## config.mk

```make
export PLATFORM = sky130hd
export DESIGN_NAME = dsfu_alu
export DESIGN_NICKNAME = d
export VERILOG_FILES = /design/src/design/dsfu_pkg.sv /design/src/design/dsfu_alu.sv
export SDC_FILE = /design/constraint.sdc
export NUM_CORES = 1
export LEC_CHECK = 0
export BUFFER_PORTS_ARGS = -buffer_cell sky130_fd_sc_hd__buf_2
export CORE_AREA = 8 8 147 183
export CTS_CLUSTER_SIZE = 28
export DETAILED_ROUTE_END_ITERATION = 8
export DIE_AREA = 0 0 155 191
export GPL_TIMING_DRIVEN = 0
export HOLD_SLACK_MARGIN = 0.1
export PLACE_DENSITY = 0.51
export SETUP_SLACK_MARGIN = 0.1
export SLEW_MARGIN = 20
export SYNTH_ARGS = -nofsm -noshare
export SYNTH_HDL_FRONTEND = slang
export SYNTH_SLANG_ARGS = --single-unit
```

## constraint.sdc

```tcl
create_clock -name clk -period 5.65 [get_ports clk]
set_input_delay 1.13 -clock clk [delete_from_list [all_inputs] [get_ports clk]]
set_output_delay 1.13 -clock clk [all_outputs]
set_load 0.05 [all_outputs]
```

## src/design/dsfu_pkg.sv

```systemverilog
// Shared types, sizes and command codes for the dimer/spin flip-update block.
// Used by dsfu_alu and the top level; depends on nothing.
package dsfu_pkg;

  // Store sizes
  localparam int DIMER_COUNT = 4096;
  localparam int SITE_COUNT  = 2048;
  localparam int NEIGHBORS   = 3;

  localparam int DIMER_AW   = (DIMER_COUNT > 1) ? $clog2(DIMER_COUNT) : 1;
  localparam int SITE_AW    = (SITE_COUNT > 1) ? $clog2(SITE_COUNT) : 1;
  localparam int NMAP_DEPTH = SITE_COUNT * NEIGHBORS;
  localparam int NMAP_AW    = (NMAP_DEPTH > 1) ? $clog2(NMAP_DEPTH) : 1;
  localparam int SLOT_W     = (NEIGHBORS > 1) ? $clog2(NEIGHBORS) : 1;
  localparam int KCNT_W     = $clog2(NEIGHBORS + 1);

  // Field widths
  localparam int CMD_W      = 3;
  localparam int INDEX_W    = 12;
  localparam int SLOTF_W    = 2;
  localparam int ND_W       = 12;
  localparam int COUPLING_W = 16;
  localparam int THR_W      = 5;
  localparam int NSUM_W     = 3;
  localparam int DELTA_W    = 19;
  localparam int ENERGY_W   = 40;
  localparam int CFG_IDX_W  = 1;

  // Internal arithmetic widths
  localparam int SUM_W  = $clog2(NEIGHBORS + 1) + 1;
  localparam int PROD_W = COUPLING_W + SUM_W + 1;

  localparam logic signed [ENERGY_W-1:0] ENERGY_MAX = {1'b0, {(ENERGY_W-1){1'b1}}};
  localparam logic signed [ENERGY_W-1:0] ENERGY_MIN = {1'b1, {(ENERGY_W-1){1'b0}}};

  // Commands
  localparam logic [CMD_W-1:0] CMD_WR_DIMER = 3'd0;
  localparam logic [CMD_W-1:0] CMD_WR_SPIN  = 3'd1;
  localparam logic [CMD_W-1:0] CMD_WR_NBR   = 3'd2;
  localparam logic [CMD_W-1:0] CMD_UPDATE   = 3'd3;
  localparam logic [CMD_W-1:0] CMD_RD_DIMER = 3'd4;
  localparam logic [CMD_W-1:0] CMD_RD_SPIN  = 3'd5;
  localparam logic [CMD_W-1:0] CMD_CLEAR    = 3'd6;

  // Configuration register indexes
  localparam logic [CFG_IDX_W-1:0] CFG_COUPLING  = 1'd0;
  localparam logic [CFG_IDX_W-1:0] CFG_THRESHOLD = 1'd1;

  localparam logic signed [COUPLING_W-1:0] COUPLING_RESET = 16'sd256;
  localparam logic signed [THR_W-1:0]      THRESHOLD_RESET = 5'sd0;

  // Operation strobes from the sequencer to the arithmetic unit
  typedef struct packed {
    logic sum_clr;
    logic sum_en;
    logic sum_bit;   // dimer state bit: 1 subtracts one, 0 adds one
    logic mul_en;
    logic acc_en;
    logic tot_clr;
  } dsfu_alu_ctl_t;

endpackage

```

## src/design/dsfu_alu.sv

```systemverilog
// Shared arithmetic unit: neighbor sum, 2*J1*sum product, saturating energy total.
// Depends on dsfu_pkg; driven one operation at a time by the top-level sequencer.
module dsfu_alu
  import dsfu_pkg::*;
(
  input  logic                         clk,
  input  logic                         rst,
  input  dsfu_alu_ctl_t                ctl,
  input  logic signed [COUPLING_W-1:0] coupling,
  output logic signed [SUM_W-1:0]      sum,
  output logic signed [PROD_W-1:0]     delta,
  output logic signed [ENERGY_W-1:0]   total
);

  localparam logic signed [SUM_W-1:0] SUM_ONE = SUM_W'(1);

  logic signed [PROD_W-1:0]   prod;
  logic signed [ENERGY_W:0]   acc_sum;
  logic signed [ENERGY_W-1:0] total_next;

  assign prod    = (PROD_W'(coupling) * PROD_W'(sum)) <<< 1;
  assign acc_sum = {total[ENERGY_W-1], total} + (ENERGY_W+1)'(delta);

  always_comb begin
    total_next = acc_sum[ENERGY_W-1:0];
    if (acc_sum[ENERGY_W] != acc_sum[ENERGY_W-1]) begin
      total_next = acc_sum[ENERGY_W] ? ENERGY_MIN : ENERGY_MAX;
    end
  end

  always_ff @(posedge clk) begin
    if (ctl.sum_clr) begin
      sum <= '0;
    end else if (ctl.sum_en) begin
      sum <= ctl.sum_bit ? sum - SUM_ONE : sum + SUM_ONE;
    end
    if (ctl.mul_en) begin
      delta <= prod;
    end
  end

  always_ff @(posedge clk) begin
    if (rst) begin
      total <= '0;
    end else if (ctl.tot_clr) begin
      total <= '0;
    end else if (ctl.acc_en) begin
      total <= total_next;
    end
  end

endmodule

```

Word-level counts from Yosys, hierarchy flattened
Cells that the tools add are included.
Storage, ports and cells
  input bits: 24
  register bits after elaboration: 62
  output and inout bits: 63
Cells by class
  multipliers: 1
  add/sub/neg operators: 3
  equality and inequality tests: 1
  muxes and demuxes: 3
  reductions and logical operators: 1
Operators by type and width (number)
  $mux W40: 2
  $add A40 B20 Y41: 1
  $mul A16 B3 Y19: 1
  $add A3 B2 Y3 const B: 1
  $mux W3: 1
  $sub A3 B2 Y3 const B: 1
  $reduce_or A2 Y1: 1
  $ne A1 B1 Y1: 1

Longest topological paths before layout
Gate-level depths: netlist of run 1.
  depth after elaboration: 3
  depth in mapped cells: 18
  mapped depth without buffers: 16

Worst setup path before layout of run 1
Ideal clock, no wire load.
  path type: input port to flip-flop
  start: input port coupling[0]
  end: register delta[18], data pin
  path buffers: 0
  library setup time: 0.258 ns
  slack: 1.062 ns
  arrival time: 4.330 ns
  stages on the path: 15
  data required time: 5.392 ns
  cell sequence: nand2b_1 > fa_1 > inv_1 > fa_1 > ha_1 > fa_1 > a21o_1 > a21oi_1 > o21bai_1 > a31oi_1 > o21ai_1 > o41ai_1 > o21ai_0 > a21oi_1 > xnor2_1
Between the ends
  word-level cells in the longest chain between the ends: 1
RTL lines
  from (decl): line dsfu_alu.sv:9  | input logic signed [COUPLING_W-1:0] coupling,
  $mul A16 B3 Y19: line dsfu_alu.sv:21  | assign prod = (PROD_W'(coupling) * PROD_W'(sum)) <<< 1;
  via prod[18]: line dsfu_alu.sv:17  | logic signed [PROD_W-1:0] prod;
  to (signal assigned): line dsfu_alu.sv:38  | delta <= prod;
  to (decl): line dsfu_alu.sv:11  | output logic signed [PROD_W-1:0] delta,
The timed path passes the listed nets, and every way through them passes these cells.
A chain may end at the register's enable or synchronous reset.

Worst setup path in the final report of run 1
Same ends and word-level chain as after synthesis.

==> reports/qor.yml, run 1 <==
worst_setup_path:
  critPathArrivalTime_ns: 4.78
  reg2reg_from: "delta[1]"
  critPathMaxFanout: 3
  startpoint_type: "primary input"
  critPathLaunch: "coupling[0]"
  crit_type: "primary input to flop"
  cp.required_ns: 5.74
  rrSetupSlack_ns: 0.97
  end_kind: "flop"
clock_network:
  post_cts_buffers: 0
  numCtsBuffers: 9
  cts_resized: 0
  clkLatencyLatePin_ns: 0.34
  cts-root-buf: "clkbuf_16"
  cts_tree: "built"
  cts.sinks: 62
  cts_buffer_depth: 2
  clk_transition_reported_paths_ns: 0.06
  htreeDepth: 3
  cts_hold_buffers: 0
detailed_routing:
  drt_iter0_drc: 293
  routedWlPerCell_um: 16.0
  vias_per_cell: 4.75
  wl_um: 18000
  drc: 0
  antenna_left: 0
  drt-pass1-iter-count: 4
  vias: 5349
timing:
  rsz0062_at_grt: "no"
  fin_crit_ns: 4.70
  tightest_slew_ns: 0.945
  setup_tns_ns: 0
  hold_viol_final: 0
  fmax_ghz: 0.213
  finalSetupViolations: 0
  finalWorstSetupSlack_ns: 0.952
  relSlewSlack_pct: 37.0
  layout_worst_path_cycle_share_pct: 83.1
  report.final.slew_viol_count: 0
  clock_skew_ns: 0.0109
global_routing:
  antenna_found_initial: 0
  grt_util_met1_pct: 13.9
  grt_busiest_layer: "met2"
  gr-total-overflow: 0
  gr-usage-met3_pct: 2.31
  grt_start_max_net_pins: 23
  grt.met2_usage_pct: 21.7
  grt_pass1_vias: 5300
  gr-usage-all-layers_pct: 12.2
  grt_pass1_wl_um: 28100
power_and_ir_drop:
  peakVddDrop_mv: 0.151
  power_leakage_nw: 3.19
  p_per_area_mw_per_mm2: 325
  totalPowerFinal_mw: 2.28
placement:
  gp_congestion: 0.839
  post-dp-hpwl_um: 14600
  place_ws_ns: 0.550
  io_buffers: 84
  post_dp_cell_area_mm2: 0.00673
synthesis:
  synthMuxAreaShare_pct: 0.531
  yosys.area_share.simple_pct: 16.8
  synth_xor_xnor_area_share_pct: 7.43
  synth_top_family_by_area: "compound AO/OA/AOI/OAI gates"
  synth-compound-area-share_pct: 25.9
  ys_async_sr_fraction_pct: 0
  yosys_warnings: 0
  synth_edf_count: 19
  synth.avg_cell_area_um2: 8.47
  seq_area_frac_synth_pct: 24.3
  synth_cells: 696
  ys_seq_elements: 62
  syn_area_mm2: 0.00589
  synth_cell_type_count: 69
  synth_adder_area_share_pct: 21.7
  synth_fp_nets: 811
  synth_flop_cell: "dfxtp_1"
min_path:
  min_from: "total[32]"
  min_path_type: "flop to flop"
layout:
  diodes: 0
  final_cell_area_mm2: 0.00702
  layout-drive-gt1-share_pct: 14.4
  final_common_cell: "buf_2"
  layout.nets: 906
  synthToLayoutAreaGrowth_pct: 19.1
  n_fill_cell: 2599
  layout_common_cells: "buf_2, a21oi_1, ha_1"
floorplanning:
  io_pins: 87
  die_w_um: 155
  die_area_mm2: 0.0296
  die_h_um: 191
  start_util_pct: 24.4
  core-area_mm2: 0.0241
  fp-row-count: 64
flow_run:
  drv_cap: 0
outcome:
  status: "finished, final reports clean"
==> layout make-up <==
type                            instances  area [µm²]  share of cell area (%)
Buffer                                 28         115                    1.64
Clock buffer                           12         246                    3.51
Clock inverter                          4        47.5                   0.677
Inverter                               20        75.1                    1.07
Multi-Input combinational cell        586        4270                    60.8
Sequential cell                        62        1430                    20.4
Tap cell                              330         413                    5.88
Timing Repair Buffer                   84         420                    5.99
==> power by group <==
group / total, mW / internal [mW] / switching (mW)
clock: 0.556 / 0.352 / 0.204
sequential: 0.589 / 0.526 / 0.0628
combinational: 1.14 / 0.371 / 0.765
==> sequential cells by signal, summed over array words and instances, names as in the netlist <==
| register | flops |
|---|---|
| sum | 3 |
| total | 40 |
| delta | 19 |
==> Yosys cell counts, types with 2 or more instances <==
cell | count | area (µm²)
a21oi_1 | 85 | 425
ha_1 | 72 | 901
o21ai_0 | 54 | 270
nand2_1 | 49 | 184
nor2_1 | 45 | 169
dfxtp_1 | 43 | 861
xnor2_1 | 35 | 307
and2_1 | 34 | 213
clkbuf_1 | 23 | 86.3
inv_1 | 20 | 75.1
edfxtp_1 | 19 | 571
fa_1 | 19 | 380
a21o_1 | 18 | 135
nor2b_1 | 15 | 93.8
xor2_1 | 15 | 131
nor3_1 | 13 | 65.1
a31oi_1 | 12 | 75.1
nand3_1 | 10 | 50.1
o21ai_1 | 9 | 45.0
o21a_1 | 8 | 60.1
o21bai_1 | 8 | 60.1
nand2b_1 | 7 | 43.8
or3_1 | 7 | 43.8
a211oi_1 | 6 | 45.0
nand4_1 | 6 | 37.5
and3_1 | 4 | 25.0
o211ai_1 | 4 | 30.0
o22ai_1 | 3 | 18.8
a2111o_1 | 2 | 22.5
a2111oi_0 | 2 | 17.5
a221o_1 | 2 | 20.0
a221oi_1 | 2 | 17.5
a22o_1 | 2 | 17.5
a22oi_1 | 2 | 15.0
a31o_1 | 2 | 17.5
a31o_2 | 2 | 17.5
buf_2 | 2 | 10.0
buf_4 | 2 | 15.0
mux2i_1 | 2 | 20.0
nand3b_1 | 2 | 15.0
==> per-layer routing <==
layer	share of wire, %	wire [µm]
met2	51	9090
met3	4.1	730
met1	43	7730
met4	2.3	415
met5	0	0
==> per-stage QoR <==
stage	utilization [%]	instances	hold slack [ns]
finish	29.1	1126	0.529
global placement	27.9	1110	0.519
floorplan	-	696	0.722
detailed placement	27.9	1110	0.519
global route	29.1	1126	0.555
CTS	29.1	1126	0.536
==> final timing paths <==
kind	endpoint	depth (start not counted)
min	total[32]	2
max reg2reg	total[11]	18
min reg2reg	total[32]	2
max	delta[18]	16
==> worst max-delay path, cell delays in order <==
cell,delay (ns)
buf_2,0.11
nand2b_1,0.16
fa_1,0.54
inv_1,0.05
fa_1,0.40
ha_1,0.22
fa_1,0.40
a21o_1,0.19
a21oi_1,0.21
o21bai_1,0.12
a31oi_1,0.25
o21ai_1,0.14
o41ai_1,0.44
o21ai_0,0.14
a21oi_1,0.19
xnor2_1,0.08
==> cells by family (layout without fill, tap and decap cells) <==
group | Yosys count | count (layout)
AOI/OAI and AO/OA | 243 | 243
and+or+nand+nor | 198 | 198
adders and majority gates | 91 | 91
other | 1 | 1
buffers and inverters | 48 | 148
muxes | 3 | 3
xor gates and xnor gates | 50 | 50
DFF | 62 | 62
Power figures use the tool's default switching activity.
==> run 2, diff against run 1 <==
clock period = 4.6 ns   (was 5.65 ns; I/O delays follow)
==> run 2 against run 1 <==
  * Critical path type unchanged
  * Worst hold slack improved by 0.0069 ns
  * Clock skew increased by 0.0022 ns
  * Via count is 0.24% lower
  * Sequential cell count unchanged
  * Sequential power is 22% higher
==> reports/qor.yml, run 2 (synthesized netlist as in run 1, its figures left out) <==
outcome:
  status: "finished, final reports clean"  # unchanged
timing:
  fmax_ghz: 0.233
  hold_viol_final: 0  # unchanged
  finalWorstSetupSlack_ns: 0.316  # was 0.952 ns
  tightest_slew_ns: 0.879  # was 0.945 ns
  finalSetupViolations: 0  # unchanged
  layout_worst_path_cycle_share_pct: 93.1
  fin_crit_ns: 4.28
  rsz0062_at_grt: "no"  # unchanged
  report.final.slew_viol_count: 0  # unchanged
  clock_skew_ns: 0.0131  # was 0.0109 ns
  relSlewSlack_pct: 40.9  # was 37.0%
power_and_ir_drop:
  p_per_area_mw_per_mm2: 400  # was 325 mW/mm²
  power_leakage_nw: 3.24  # was 3.19 nW
  peakVddDrop_mv: 0.184  # was 0.151 mV
placement:
  post-dp-hpwl_um: 14600  # unchanged
  place_ws_ns: -0.290  # was 0.550 ns
  gp_congestion: 0.839  # unchanged
  io_buffers: 84  # unchanged
  post_dp_cell_area_mm2: 0.00673  # unchanged
detailed_routing:
  drt-pass1-iter-count: 4  # unchanged
  vias: 5336  # was 5,349
  routedWlPerCell_um: 16.1  # was 16.0 µm
  wl_um: 18200  # was 18,000 µm
  vias_per_cell: 4.73  # was 4.75
  antenna_left: 0  # unchanged
  drt_iter0_drc: 261  # was 293
  drc: 0  # unchanged
layout:
  layout_common_cells: "buf_2, a21oi_1, ha_1"  # unchanged
  multi_input_area_mm2: 0.00432  # was 0.00427 mm²
  reg_top3: "total x40, delta x19, sum x3"  # unchanged
  final_common_cell: "buf_2"  # unchanged
  final_cell_area_mm2: 0.00711  # was 0.00702 mm²
  diodes: 0  # unchanged
  seq_area_mm2: 0.00143  # about the same
  regMostFlops: "total"  # unchanged
  n_fill_cell: 2588  # was 2,599
  largest_reg_flops: 40  # unchanged
  synthToLayoutAreaGrowth_pct: 20.6  # was 19.1%
  layout-drive-gt1-share_pct: 16.5  # was 14.4%
  layout.nets: 908  # was 906
global_routing:
  grt_pass1_vias: 5324  # was 5,300
  gr-total-overflow: 0  # unchanged
  antenna_found_initial: 0  # unchanged
  grt_start_max_net_pins: 20  # was 23
  gr-usage-all-layers_pct: 12.3  # was 12.2%
  grt_pass1_wl_um: 28400  # was 28,100 µm
worst_setup_path:
  cp.required_ns: 4.68  # was 5.74 ns
  critPathMaxFanout: 3  # unchanged
  startpoint_type: "primary input"  # unchanged
  critPathArrivalTime_ns: 4.37  # was 4.78 ns
  crit_type: "primary input to flop"  # unchanged
  rrSetupSlack_ns: 0.35  # was 0.97 ns
  end_kind: "flop"  # unchanged
clock_network:
  numCtsBuffers: 9  # unchanged
  htreeDepth: 3  # unchanged
  cts.sinks: 62  # unchanged
  cts_buffer_depth: 2  # unchanged
  cts-root-buf: "clkbuf_16"  # unchanged
  clk_transition_reported_paths_ns: 0.06  # about the same
  cts_tree: "built"  # unchanged
  cts_hold_buffers: 0  # unchanged
  clkLatencyLatePin_ns: 0.34  # about the same
floorplanning:
  core-area_mm2: 0.0241  # unchanged
  die_h_um: 191  # unchanged
  die_area_mm2: 0.0296  # unchanged
  start_util_pct: 24.4  # unchanged
  die_w_um: 155  # unchanged
  io_pins: 87  # unchanged
  fp-row-count: 64  # unchanged
min_path:
  min_path_type: "flop to flop"  # unchanged
flow_run:
  drv_cap: 0  # unchanged
run 2: cell count changes in the layout (fill, tap and decap cells not counted), sizes merged:
cell | previous run | this run
clkbuf | 35 | 34
buf | 89 | 92
run 2: routing by layer:
layer	global-route usage, %	up-vias	wire length [µm]
met3	2.31	24	916
met2	22.0	121	9230
met4	5.21	0	406
li1	-	2731	-
met5	0	-	0
met1	14.0	2460	7650
run 2: path summary, 6_finish.rpt:
check | from | endpoint | cells after the start
worst min-delay path | total[34] | total[34] | 1
worst max-delay path | coupling[0] | delta[18] | 16
worst min register to register | total[34] | total[34] | 1
worst max register to register | delta[1] | total[11] | 18
run 2: what timing repair did:
| action | CTS | global route |
|---|---|---|
| setup buffers | 1 | 1 |
| gates resized for setup | 8 | 16 |
| endpoints found under the setup margin | 30 | 38 |
| pin swaps | 0 | 2 |
run 2: critical path, cell delays in order:
cell and delay, ns:
buf_2 0.11, nand2b_1 0.16, fa_1 0.54, inv_1 0.05
fa_1 0.40, ha_1 0.22, fa_1 0.40, a21o_1 0.21
a21oi_2 0.16, o21bai_1 0.11, a31oi_2 0.23, o21ai_2 0.11
o41ai_2 0.35, o21ai_0 0.12, a21oi_1 0.18, xnor2_1 0.08
run 2: power breakdown:
part / internal [mW] / switching, mW / leakage [nW]
Sequential: 0.647 / 0.0730 / 0.545
Combinational: 0.475 / 0.960 / 2.55
Clock: 0.432 / 0.253 / 0.143
run 2: area by class of cell:
class                   instances  area share, %
clock inverters                 4          0.669
clock buffers                  12           3.47
well taps                     330           5.81
multi-input cells             586           60.8
repair buffers                 86           6.18
plain buffers                  28           1.81
inverters                      20           1.09
flip-flops and latches         62           20.2
run 2: stage by stage:
| stage | setup TNS (ns) | hold slack, ns | std cells | power (mW) | utilization [%] |
|---|---|---|---|---|---|
| 2_1_floorplan | 0 | 0.722 | 696 | 1.77 | - |
| 3_3_place_gp | -1.16 | 0.519 | 1110 | 2.14 | 27.9 |
| 3_5_place_dp | -1.07 | 0.519 | 1110 | 2.13 | 27.9 |
| 4_1_cts | 0 | 0.536 | 1127 | 2.86 | 29.3 |
| 5_1_grt | 0 | 0.555 | 1128 | 3.05 | 29.5 |
| 6_report | 0 | 0.536 | 1128 | 2.84 | 29.5 |
